## config.mk

```make
export PLATFORM = sky130hd
export DESIGN_NAME = ordered_list_engine
export DESIGN_NICKNAME = d
export VERILOG_FILES = /design/src/hdl/ole_pkg.sv /design/src/hdl/ordered_list_engine.sv /design/src/hdl/ole_store.sv
export SDC_FILE = /design/constraint.sdc
export NUM_CORES = 1
export LEC_CHECK = 0
export ABC_CLOCK_PERIOD_IN_PS = 13500
export BUFFER_PORTS_ARGS = -buffer_cell sky130_fd_sc_hd__clkbuf_2
export CELL_PAD_IN_SITES_DETAIL_PLACEMENT = 0
export CELL_PAD_IN_SITES_GLOBAL_PLACEMENT = 1
export CORE_ASPECT_RATIO = 0.75
export CORE_UTILIZATION = 55
export CTS_CLUSTER_DIAMETER = 60
export DETAILED_ROUTE_END_ITERATION = 7
export GPL_ROUTABILITY_DRIVEN = 0
export PLACE_DENSITY = 0.82
export SLEW_MARGIN = 10
export SYNTH_ARGS = -nofsm -noshare
export SYNTH_HDL_FRONTEND = slang
export SYNTH_SLANG_ARGS = --single-unit
```

## constraint.sdc

```tcl
create_clock -name clk_i -period 13.5 [get_ports clk_i]
set_clock_uncertainty 0.05 [all_clocks]
set_input_delay 0.675 -clock clk_i [delete_from_list [all_inputs] [get_ports clk_i]]
set_output_delay 0.675 -clock clk_i [all_outputs]
set_load 0.05 [all_outputs]
```

## src/hdl/ole_pkg.sv

```systemverilog
// Package for the ordered list engine: sizes, mode and status codes, sequencer states.
// No dependencies.
package ole_pkg;

  localparam int unsigned Capacity = 16;
  localparam int unsigned IdxW     = $clog2(Capacity);
  localparam int unsigned CntW     = $clog2(Capacity + 1);

  typedef enum logic [3:0] {
    MODE_INS_FRONT = 4'd0,
    MODE_INS_BACK  = 4'd1,
    MODE_INS_POS   = 4'd2,
    MODE_DEL_FRONT = 4'd3,
    MODE_DEL_BACK  = 4'd4,
    MODE_DEL_VALUE = 4'd5,
    MODE_SEARCH    = 4'd6,
    MODE_COUNT     = 4'd7,
    MODE_REVERSE   = 4'd8,
    MODE_READ_ALL  = 4'd9
  } mode_e;

  typedef enum logic [1:0] {
    ST_OK       = 2'd0,
    ST_EMPTY    = 2'd1,
    ST_FULL     = 2'd2,
    ST_NOTFOUND = 2'd3
  } status_e;

  typedef enum logic [2:0] {
    S_IDLE,
    S_SCAN,
    S_SHIFT_UP,
    S_SHIFT_DOWN,
    S_SWAP,
    S_READ
  } state_e;

  // Steps of one swap of a front and a back entry
  typedef enum logic [1:0] {
    PH_READ_A,
    PH_READ_B,
    PH_WRITE_A
  } swap_phase_e;

  // Memory port command from the sequencer to the store.
  typedef struct packed {
    logic            rd_en;
    logic [IdxW-1:0] rd_addr;
    logic            wr_en;
    logic [IdxW-1:0] wr_addr;
    logic [31:0]     wr_data;
  } mem_cmd_t;

endpackage

```

## src/hdl/ordered_list_engine.sv

```systemverilog
// Top level of the ordered list engine: sequencer walking the store one entry a cycle, reverse apart.
// Depends on ole_pkg and ole_store.
//
// channel  | direction | handshake                | payload
// request  | in        | start & !busy            | mode_i, value_i, position_i
// result   | out       | valid_o (one cycle each) | result_value_o, status_o, found_o,
//          |           |                          | element_count_o, last_o
//
// A read-all streams its results back to back, one per stored entry.
// Count, spare codes and rejected requests keep busy low; their result follows next cycle.
// The final result shows in the first cycle with busy low, so a new request may transfer then.
// Reset clears the count and the sequencer; the store holds no reset value.
module ordered_list_engine import ole_pkg::*; (
  input  logic        clk_i,
  input  logic        rst_ni,
  input  logic        start,
  output logic        busy,
  input  logic [3:0]  mode_i,
  input  logic signed [31:0] value_i,
  input  logic [7:0]  position_i,
  output logic        valid_o,
  output logic signed [31:0] result_value_o,
  output logic [1:0]  status_o,
  output logic        found_o,
  output logic [4:0]  element_count_o,
  output logic        last_o
);

  state_e          state_q, state_d;
  swap_phase_e     phase_q, phase_d;
  logic [3:0]      mode_q;
  logic [31:0]     value_q;
  logic [CntW-1:0] cnt_q, cnt_d;
  logic [CntW-1:0] i_q, i_d;      // next index to read
  logic [CntW-1:0] j_q, j_d;      // insert point or back end of a swap
  logic [CntW-1:0] ri_q, ri_d;    // index that the read data belongs to
  logic            rv_q, rv_d;    // read data valid this cycle
  logic [31:0]     hold_q, hold_d;
  logic            wb_q, wb_d;    // saved front entry waits to be written back
  logic            out_q, out_d;
  logic [31:0]     res_q, res_d;
  logic [1:0]      st_q, st_d;
  logic            fnd_q, fnd_d;
  logic            last_q, last_d;
  logic [CntW-1:0] ecnt_q, ecnt_d;
  logic [31:0]     rd_data;
  mem_cmd_t        cmd;
  logic            accept;
  logic            list_full;
  logic            list_empty;
  logic            any_del;
  logic            scan_hit;
  logic            walk_end;
  logic            up_end;
  logic            swap_end;
  logic            read_end;
  logic [CntW-1:0] ins_idx;

  assign accept     = start && !busy;
  assign busy       = (state_q != S_IDLE);
  assign list_full  = (cnt_q >= CntW'(Capacity));
  assign list_empty = (cnt_q == '0);
  assign any_del    = (mode_q == MODE_DEL_FRONT) || (mode_q == MODE_DEL_BACK);
  assign scan_hit   = rv_q && (any_del || rd_data == value_q);
  assign walk_end   = !rv_q && (i_q >= cnt_q);
  assign up_end     = !rv_q && (i_q <= j_q);
  assign swap_end   = (phase_q == PH_READ_A) && (i_q >= j_q);
  assign read_end   = rv_q && (ri_q + 1'b1 == cnt_q);

  // Clamp the insert position into the list
  always_comb begin
    priority if (mode_i == MODE_INS_BACK) ins_idx = cnt_q;
    else if (mode_i == MODE_INS_FRONT || position_i <= 8'd1) ins_idx = '0;
    else if (position_i - 8'd1 < 8'(cnt_q)) ins_idx = CntW'(position_i - 8'd1);
    else ins_idx = cnt_q;
  end

  // Next state
  always_comb begin
    state_d = state_q;
    unique case (state_q)
      S_IDLE: begin
        if (accept) begin
          unique case (mode_i)
            MODE_INS_FRONT, MODE_INS_BACK, MODE_INS_POS:
              state_d = list_full ? S_IDLE : S_SHIFT_UP;
            MODE_DEL_FRONT, MODE_DEL_BACK, MODE_DEL_VALUE:
              state_d = list_empty ? S_IDLE : S_SCAN;
            MODE_SEARCH:   state_d = S_SCAN;
            MODE_REVERSE:  state_d = S_SWAP;
            MODE_READ_ALL: state_d = list_empty ? S_IDLE : S_READ;
            default:       state_d = S_IDLE;
          endcase
        end
      end
      S_SCAN: begin
        if (scan_hit) state_d = (mode_q == MODE_SEARCH) ? S_IDLE : S_SHIFT_DOWN;
        else if (walk_end) state_d = S_IDLE;
      end
      S_SHIFT_DOWN: if (walk_end) state_d = S_IDLE;
      S_SHIFT_UP:   if (up_end) state_d = S_IDLE;
      S_SWAP:       if (swap_end) state_d = S_IDLE;
      S_READ:       if (read_end) state_d = S_IDLE;
      default:      state_d = S_IDLE;
    endcase
  end

  // Store command, walk indexes and results
  always_comb begin
    cnt_d   = cnt_q;
    i_d     = i_q;
    j_d     = j_q;
    ri_d    = ri_q;
    rv_d    = 1'b0;
    hold_d  = hold_q;
    phase_d = phase_q;
    wb_d    = wb_q;
    out_d   = 1'b0;
    res_d   = 32'd0;
    st_d    = ST_OK;
    fnd_d   = 1'b0;
    last_d  = 1'b1;
    cmd     = '0;
    unique case (state_q)
      S_IDLE: begin
        // Set up the walk, or answer at once
        if (accept) begin
          i_d = '0;
          unique case (mode_i)
            MODE_INS_FRONT, MODE_INS_BACK, MODE_INS_POS: begin
              if (list_full) begin
                out_d = 1'b1; st_d = ST_FULL;
              end else begin
                i_d = cnt_q; j_d = ins_idx;
              end
            end
            MODE_DEL_FRONT, MODE_DEL_VALUE, MODE_READ_ALL: begin
              if (list_empty) begin
                out_d = 1'b1; st_d = ST_EMPTY;
              end
            end
            MODE_DEL_BACK: begin
              if (list_empty) begin
                out_d = 1'b1; st_d = ST_EMPTY;
              end else begin
                i_d = cnt_q - 1'b1;
              end
            end
            MODE_SEARCH: ;
            MODE_REVERSE: begin
              j_d = list_empty ? '0 : cnt_q - 1'b1;
              phase_d = PH_READ_A; wb_d = 1'b0;
            end
            default: out_d = 1'b1;
          endcase
        end
      end
      S_SCAN: begin
        // Walk from the start index looking for the entry
        if (scan_hit) begin
          if (mode_q == MODE_SEARCH) begin
            out_d = 1'b1; fnd_d = 1'b1;
          end else begin
            hold_d = rd_data; i_d = ri_q + 1'b1;
          end
        end else if (walk_end) begin
          out_d = 1'b1; st_d = ST_NOTFOUND;
        end else if (i_q < cnt_q) begin
          cmd.rd_en = 1'b1; cmd.rd_addr = IdxW'(i_q);
          i_d = i_q + 1'b1; rv_d = 1'b1; ri_d = i_q;
        end
      end
      S_SHIFT_DOWN: begin
        // Move each later entry down by one, then drop the count
        if (rv_q) begin
          cmd.wr_en = 1'b1; cmd.wr_addr = IdxW'(ri_q - 1'b1); cmd.wr_data = rd_data;
        end
        if (i_q < cnt_q) begin
          cmd.rd_en = 1'b1; cmd.rd_addr = IdxW'(i_q);
          i_d = i_q + 1'b1; rv_d = 1'b1; ri_d = i_q;
        end else if (!rv_q) begin
          cnt_d = cnt_q - 1'b1; res_d = hold_q; out_d = 1'b1;
        end
      end
      S_SHIFT_UP: begin
        // Move entries up by one from the back down to the insert point
        if (rv_q) begin
          cmd.wr_en = 1'b1; cmd.wr_addr = IdxW'(ri_q + 1'b1); cmd.wr_data = rd_data;
        end
        if (i_q > j_q) begin
          cmd.rd_en = 1'b1; cmd.rd_addr = IdxW'(i_q - 1'b1);
          i_d = i_q - 1'b1; rv_d = 1'b1; ri_d = i_q - 1'b1;
        end else if (!rv_q) begin
          cmd.wr_en = 1'b1; cmd.wr_addr = IdxW'(j_q); cmd.wr_data = value_q;
          cnt_d = cnt_q + 1'b1; out_d = 1'b1;
        end
      end
      S_SWAP: begin
        // Swap the front and back entries, closing in by one entry from each end per swap
        unique case (phase_q)
          PH_READ_A: begin
            if (wb_q) begin
              cmd.wr_en = 1'b1; cmd.wr_addr = IdxW'(j_q + 1'b1); cmd.wr_data = hold_q;
            end
            wb_d = 1'b0;
            if (swap_end) begin
              out_d = 1'b1;
            end else begin
              cmd.rd_en = 1'b1; cmd.rd_addr = IdxW'(i_q); phase_d = PH_READ_B;
            end
          end
          PH_READ_B: begin
            hold_d = rd_data;
            cmd.rd_en = 1'b1; cmd.rd_addr = IdxW'(j_q); phase_d = PH_WRITE_A;
          end
          PH_WRITE_A: begin
            cmd.wr_en = 1'b1; cmd.wr_addr = IdxW'(i_q); cmd.wr_data = rd_data;
            i_d = i_q + 1'b1; j_d = j_q - 1'b1; wb_d = 1'b1; phase_d = PH_READ_A;
          end
          default: phase_d = PH_READ_A;
        endcase
      end
      S_READ: begin
        // Stream entries front first
        if (i_q < cnt_q) begin
          cmd.rd_en = 1'b1; cmd.rd_addr = IdxW'(i_q);
          i_d = i_q + 1'b1; rv_d = 1'b1; ri_d = i_q;
        end
        if (rv_q) begin
          res_d = rd_data; out_d = 1'b1; last_d = read_end;
        end
      end
      default: ;
    endcase
    ecnt_d = cnt_d;
  end

  // Advance the sequencer and capture the request and result
  always_ff @(posedge clk_i or negedge rst_ni) begin
    if (!rst_ni) begin
      state_q <= S_IDLE; phase_q <= PH_READ_A; mode_q <= '0; value_q <= '0;
      cnt_q <= '0; i_q <= '0; j_q <= '0; ri_q <= '0; rv_q <= 1'b0;
      hold_q <= '0; wb_q <= 1'b0; out_q <= 1'b0; res_q <= '0; st_q <= '0;
      fnd_q <= 1'b0; last_q <= 1'b0; ecnt_q <= '0;
    end else begin
      state_q <= state_d; phase_q <= phase_d; cnt_q <= cnt_d;
      i_q <= i_d; j_q <= j_d; ri_q <= ri_d; rv_q <= rv_d;
      hold_q <= hold_d; wb_q <= wb_d; out_q <= out_d; res_q <= res_d; st_q <= st_d;
      fnd_q <= fnd_d; last_q <= last_d; ecnt_q <= ecnt_d;
      if (accept) begin
        mode_q <= mode_i; value_q <= value_i;
      end
    end
  end

  ole_store u_store (.clk_i(clk_i), .cmd_i(cmd), .rd_data_o(rd_data));

  assign valid_o         = out_q;
  assign result_value_o  = res_q;
  assign status_o        = st_q;
  assign found_o         = fnd_q;
  assign element_count_o = 5'(ecnt_q);
  assign last_o          = last_q;

  // Count never exceeds the capacity
  assert property (@(posedge clk_i) disable iff (!rst_ni) cnt_q <= CntW'(Capacity))
    else $error("count above capacity");
  // A full status only comes with a full list
  assert property (@(posedge clk_i) disable iff (!rst_ni)
                   (out_q && st_q == ST_FULL) |-> ecnt_q == CntW'(Capacity))
    else $error("full status on a list with room");
  // A result without last is followed by more of the same read-out
  assert property (@(posedge clk_i) disable iff (!rst_ni) (out_q && !last_q) |-> busy)
    else $error("read-out ended without last");
  // A found flag only comes with ok status
  assert property (@(posedge clk_i) disable iff (!rst_ni) (out_q && fnd_q) |-> st_q == ST_OK)
    else $error("found without ok");

endmodule

```

## src/hdl/ole_store.sv

```systemverilog
// Element store of the ordered list engine: one write port, one registered read port.
// Depends on ole_pkg.
module ole_store import ole_pkg::*; (
  input  logic        clk_i,
  input  mem_cmd_t    cmd_i,
  output logic [31:0] rd_data_o
);

  logic [31:0] mem_q [Capacity];

  // Write and read the array
  always_ff @(posedge clk_i) begin
    if (cmd_i.wr_en) mem_q[cmd_i.wr_addr] <= cmd_i.wr_data;
    if (cmd_i.rd_en) rd_data_o <= mem_q[cmd_i.rd_addr];
  end

endmodule
```

==> run_results.csv <==
group,metric,value,unit
clock_tree,clk_pin_slew,0.06,ns
logic_synthesis,syn_avg_cell_area,12.9,um2
floorplan,coreArea,51500,um2
logic_synthesis,ys_warn_count,0,
power_and_ir_drop,p_per_area,222,nW/um2
layout,syn2layout_area_growth,11.1,%
sta,setup_viol,0,
setup_path,start_kind,"register",
hold_path,min_path_type,"in -> reg",
clock_tree,cts_setup_buffers,0,
logic_synthesis,ys.flop_type,"edfxtp_1",
logic_synthesis,synth.area.top_cells,"edfxtp_1, dfrtp_1, nand2_1",
setup_path,crit_family,"simple AND/OR/NAND/NOR gates",
global_routing,antenna_found_initial,7,
sta,relSlewSlack,12.8,%
placement,pre_cts_ws,8.02,ns
global_routing,overflow,0,
sta,period_share,42.7,%
clock_tree,cts_tree,"done",
logic_synthesis,yosysMostFrequentCell,"edfxtp_1",
outcome,violations,"DRC",
floorplan,fp.dieW,266,um
global_routing,grt_pass1_vias,18500,
clock_tree,clk-insertion-delay-late,0.63,ns
global_routing,grt_pass1_wl,119000,um
sta,final_hold_viol_count,0,
routing,vias_per_cell,6.48,
sta,setup-tns-final,0,ns
power_and_ir_drop,power,7060,uW
sta,period_needed,5.76,ns
clock_tree,post_cts_resized,0,
power_and_ir_drop,leakagePower,0.0116,uW
routing,drc,1,
routing,dr.pass1.iters,8,
global_routing,grt_max_degree,91,
layout,regArea,19600,um2
setup_path,crit_path_cell_trace,"nor2b_1, nand2b_1, nor3_1, nand2_1, o31ai_1, a311o_2, buf_4, nand2_1, a221oi_1, or4_1",
setup_path,endpoint_kind,"register",
logic_synthesis,syn_nets,2293,
clock_tree,cts_made_buffers,61,
logic_synthesis,ys_ff_latch,676,
setup_path,crit_required,13.93,ns
clock_tree,holdBufCountCts,1,
routing,wl,80300,um
power_and_ir_drop,irDropWorstVdd,0.000191,V
clock_tree,cts-htree-levels,2,
placement,dp.final_hpwl,46500,um
layout,nFillCells,3988,
clock_tree,cts_buffer_depth,3,
logic_synthesis,syn_inst,2219,
routing,ant_nets,0,
layout,nNetsFinal,2337,
placement,io_buffers,89,
logic_synthesis,ys_types,74,
clock_tree,cts_root_buffer,"clkbuf_16",
setup_path,arrival,6.19,ns
floorplan,row_count,72,
layout,drive_gt1_share,13.9,%
sta,clock.fmax,174,MHz
routing,num_vias,19600,
logic_synthesis,netlist_area,28700,um2
setup_path,rrSetupSlack,7.74,ns
routing,wire_per_inst,26.6,um
logic_synthesis,ys_seq_area_share,68.5,%
sta,worst_pin_slew,1.31,ns
floorplan,dieArea,53100,um2
logic_synthesis,synth.top_cell.area_share,57.0,%
global_routing,grt_use_total,30.5,%
floorplan,pin_count,90,
sta,slew_viol_final,0,
sta,fin_ws,7.74,ns
logic_synthesis,synthArstFlopShare,19.5,%
setup_path,cp_slowest_stage_delay,1.01,ns
setup_path,critPathMostFrequentCell,"nand2_1",
clock_tree,cts_sinks,676,
outcome,outcome,"finished with violations",
floorplan,die-height,200,um
floorplan,initial_utilization,55.7,%
setup_path,critical_path.slowest_cell,"nor3_1",
setup_path,path_buf_inv,1,
job,drv_cap,0,
logic_synthesis,yosysTopAreaCell,"edfxtp_1",
setup_path,worstPathMaxFanout,90,
logic_synthesis,synth-edff-count,544,
layout,multi_input_area,8380,um2
routing,drtIter0Drc,2479,
sta,rsz0062_at_grt,"no",
setup_path,timing_worst_setup_path_type,"reg -> reg",
logic_synthesis,synth_common_cells,"edfxtp_1, nand2_1, a21oi_1, dfrtp_1, clkbuf_1",
==> cells by family (layout without fill, tap and decap cells) <==
family,Yosys count,count (layout),synth area share [%]
AND/OR/NAND/NOR,613,613,9.32
buffers and inverters,209,306,3.03
flip-flops,676,676,68.5
adder cells (fa/ha/maj),28,28,1.21
other,0,3,0
multiplexers,36,36,1.40
XOR/XNOR,53,53,1.62
AO/OA/AOI/OAI,604,604,15.0
==> path summary, 6_finish.rpt <==
kind                                        start                               to  cells past startpoint
hold reg to reg             mode_q[3]$_DFFE_PN0P_            mode_q[3]$_DFFE_PN0P_                      2
setup reg to reg           state_q[2]$_DFFE_PN0P_  u_store.rd_data_o[16]$_DFFE_PP_                     10
setup / recovery           state_q[2]$_DFFE_PN0P_  u_store.rd_data_o[16]$_DFFE_PP_                     10
max in group asynchronous                  rst_ni      result_value_o[3]$_DFF_PN0_                      3
hold / removal                         value_i[9]           value_q[9]$_DFFE_PN0P_                      3
min in group asynchronous                  rst_ni   element_count_o[0]$_DFFE_PN0P_                      2
==> per-layer routing <==
metal  track usage (%)  wire length, um  part of all wire (%)
met3              6.33             8410                    10
met2              46.4            35800                    45
met1              44.9            33800                    42
met4              7.94             2060                   2.6
met5              1.89              178                  0.22
==> through the flow <==
stage	utilization (%)	instances	instance area [um2]	hold slack, ns
floorplan	-	2219	28700	0.329
global placement	58.0	2902	29900	0.441
detailed placement	58.0	2902	29900	0.443
CTS	61.8	3019	31900	0.183
global route	61.8	3022	31900	0.204
finish	61.8	3022	31900	0.198
==> final cells by class <==
cell class / instances / share of cell area, %
Sequential cell: 676 / 61.6
Multi-Input combinational cell: 1334 / 26.3
Timing Repair Buffer: 129 / 2.37
Antenna cell: 3 / 0.0236
Clock buffer: 74 / 5.01
Clock inverter: 42 / 1.18
Inverter: 61 / 0.719
Tap cell: 703 / 2.76
==> placed cells by master, fill, tap and decap left out, types with 33 or more instances in the layout <==
master and instances:
nor2_1 40, buf_4 39, edfxtp_1 544, clkbuf_2 88
a221oi_1 99, a222oi_1 33, inv_1 61, clkbuf_16 62
xor2_1 39, dfrtp_1 132, a21oi_1 289, a22o_1 38
nand2_1 416
==> worst min-delay path: cells and delay by family <==
family / cells / cell delay, ns
simple gates: 2 / 0.09
buf+inv: 1 / 0.07
==> state kept, by name, indices dropped and copies added, names as in the netlist <==
register / flops
element_count_o: 5
rv_q: 1
ri_q: 5
valid_o: 1
status_o: 2
hold_q: 32
found_o: 1
last_o: 1
j_q: 5
state_q: 3
mode_q: 4
phase_q: 2
wb_q: 1
u_store.mem_q: 512
u_store.rd_data_o: 32
i_q: 5
value_q: 32
result_value_o: 32
==> where the power goes <==
part	internal [uW]	switching [uW]	total (uW)
Clock	944	775	1720
Sequential	2680	322	3000
Combinational	709	1630	2340
Total	4330	2730	7060
(Power assumes the default switching activity.)
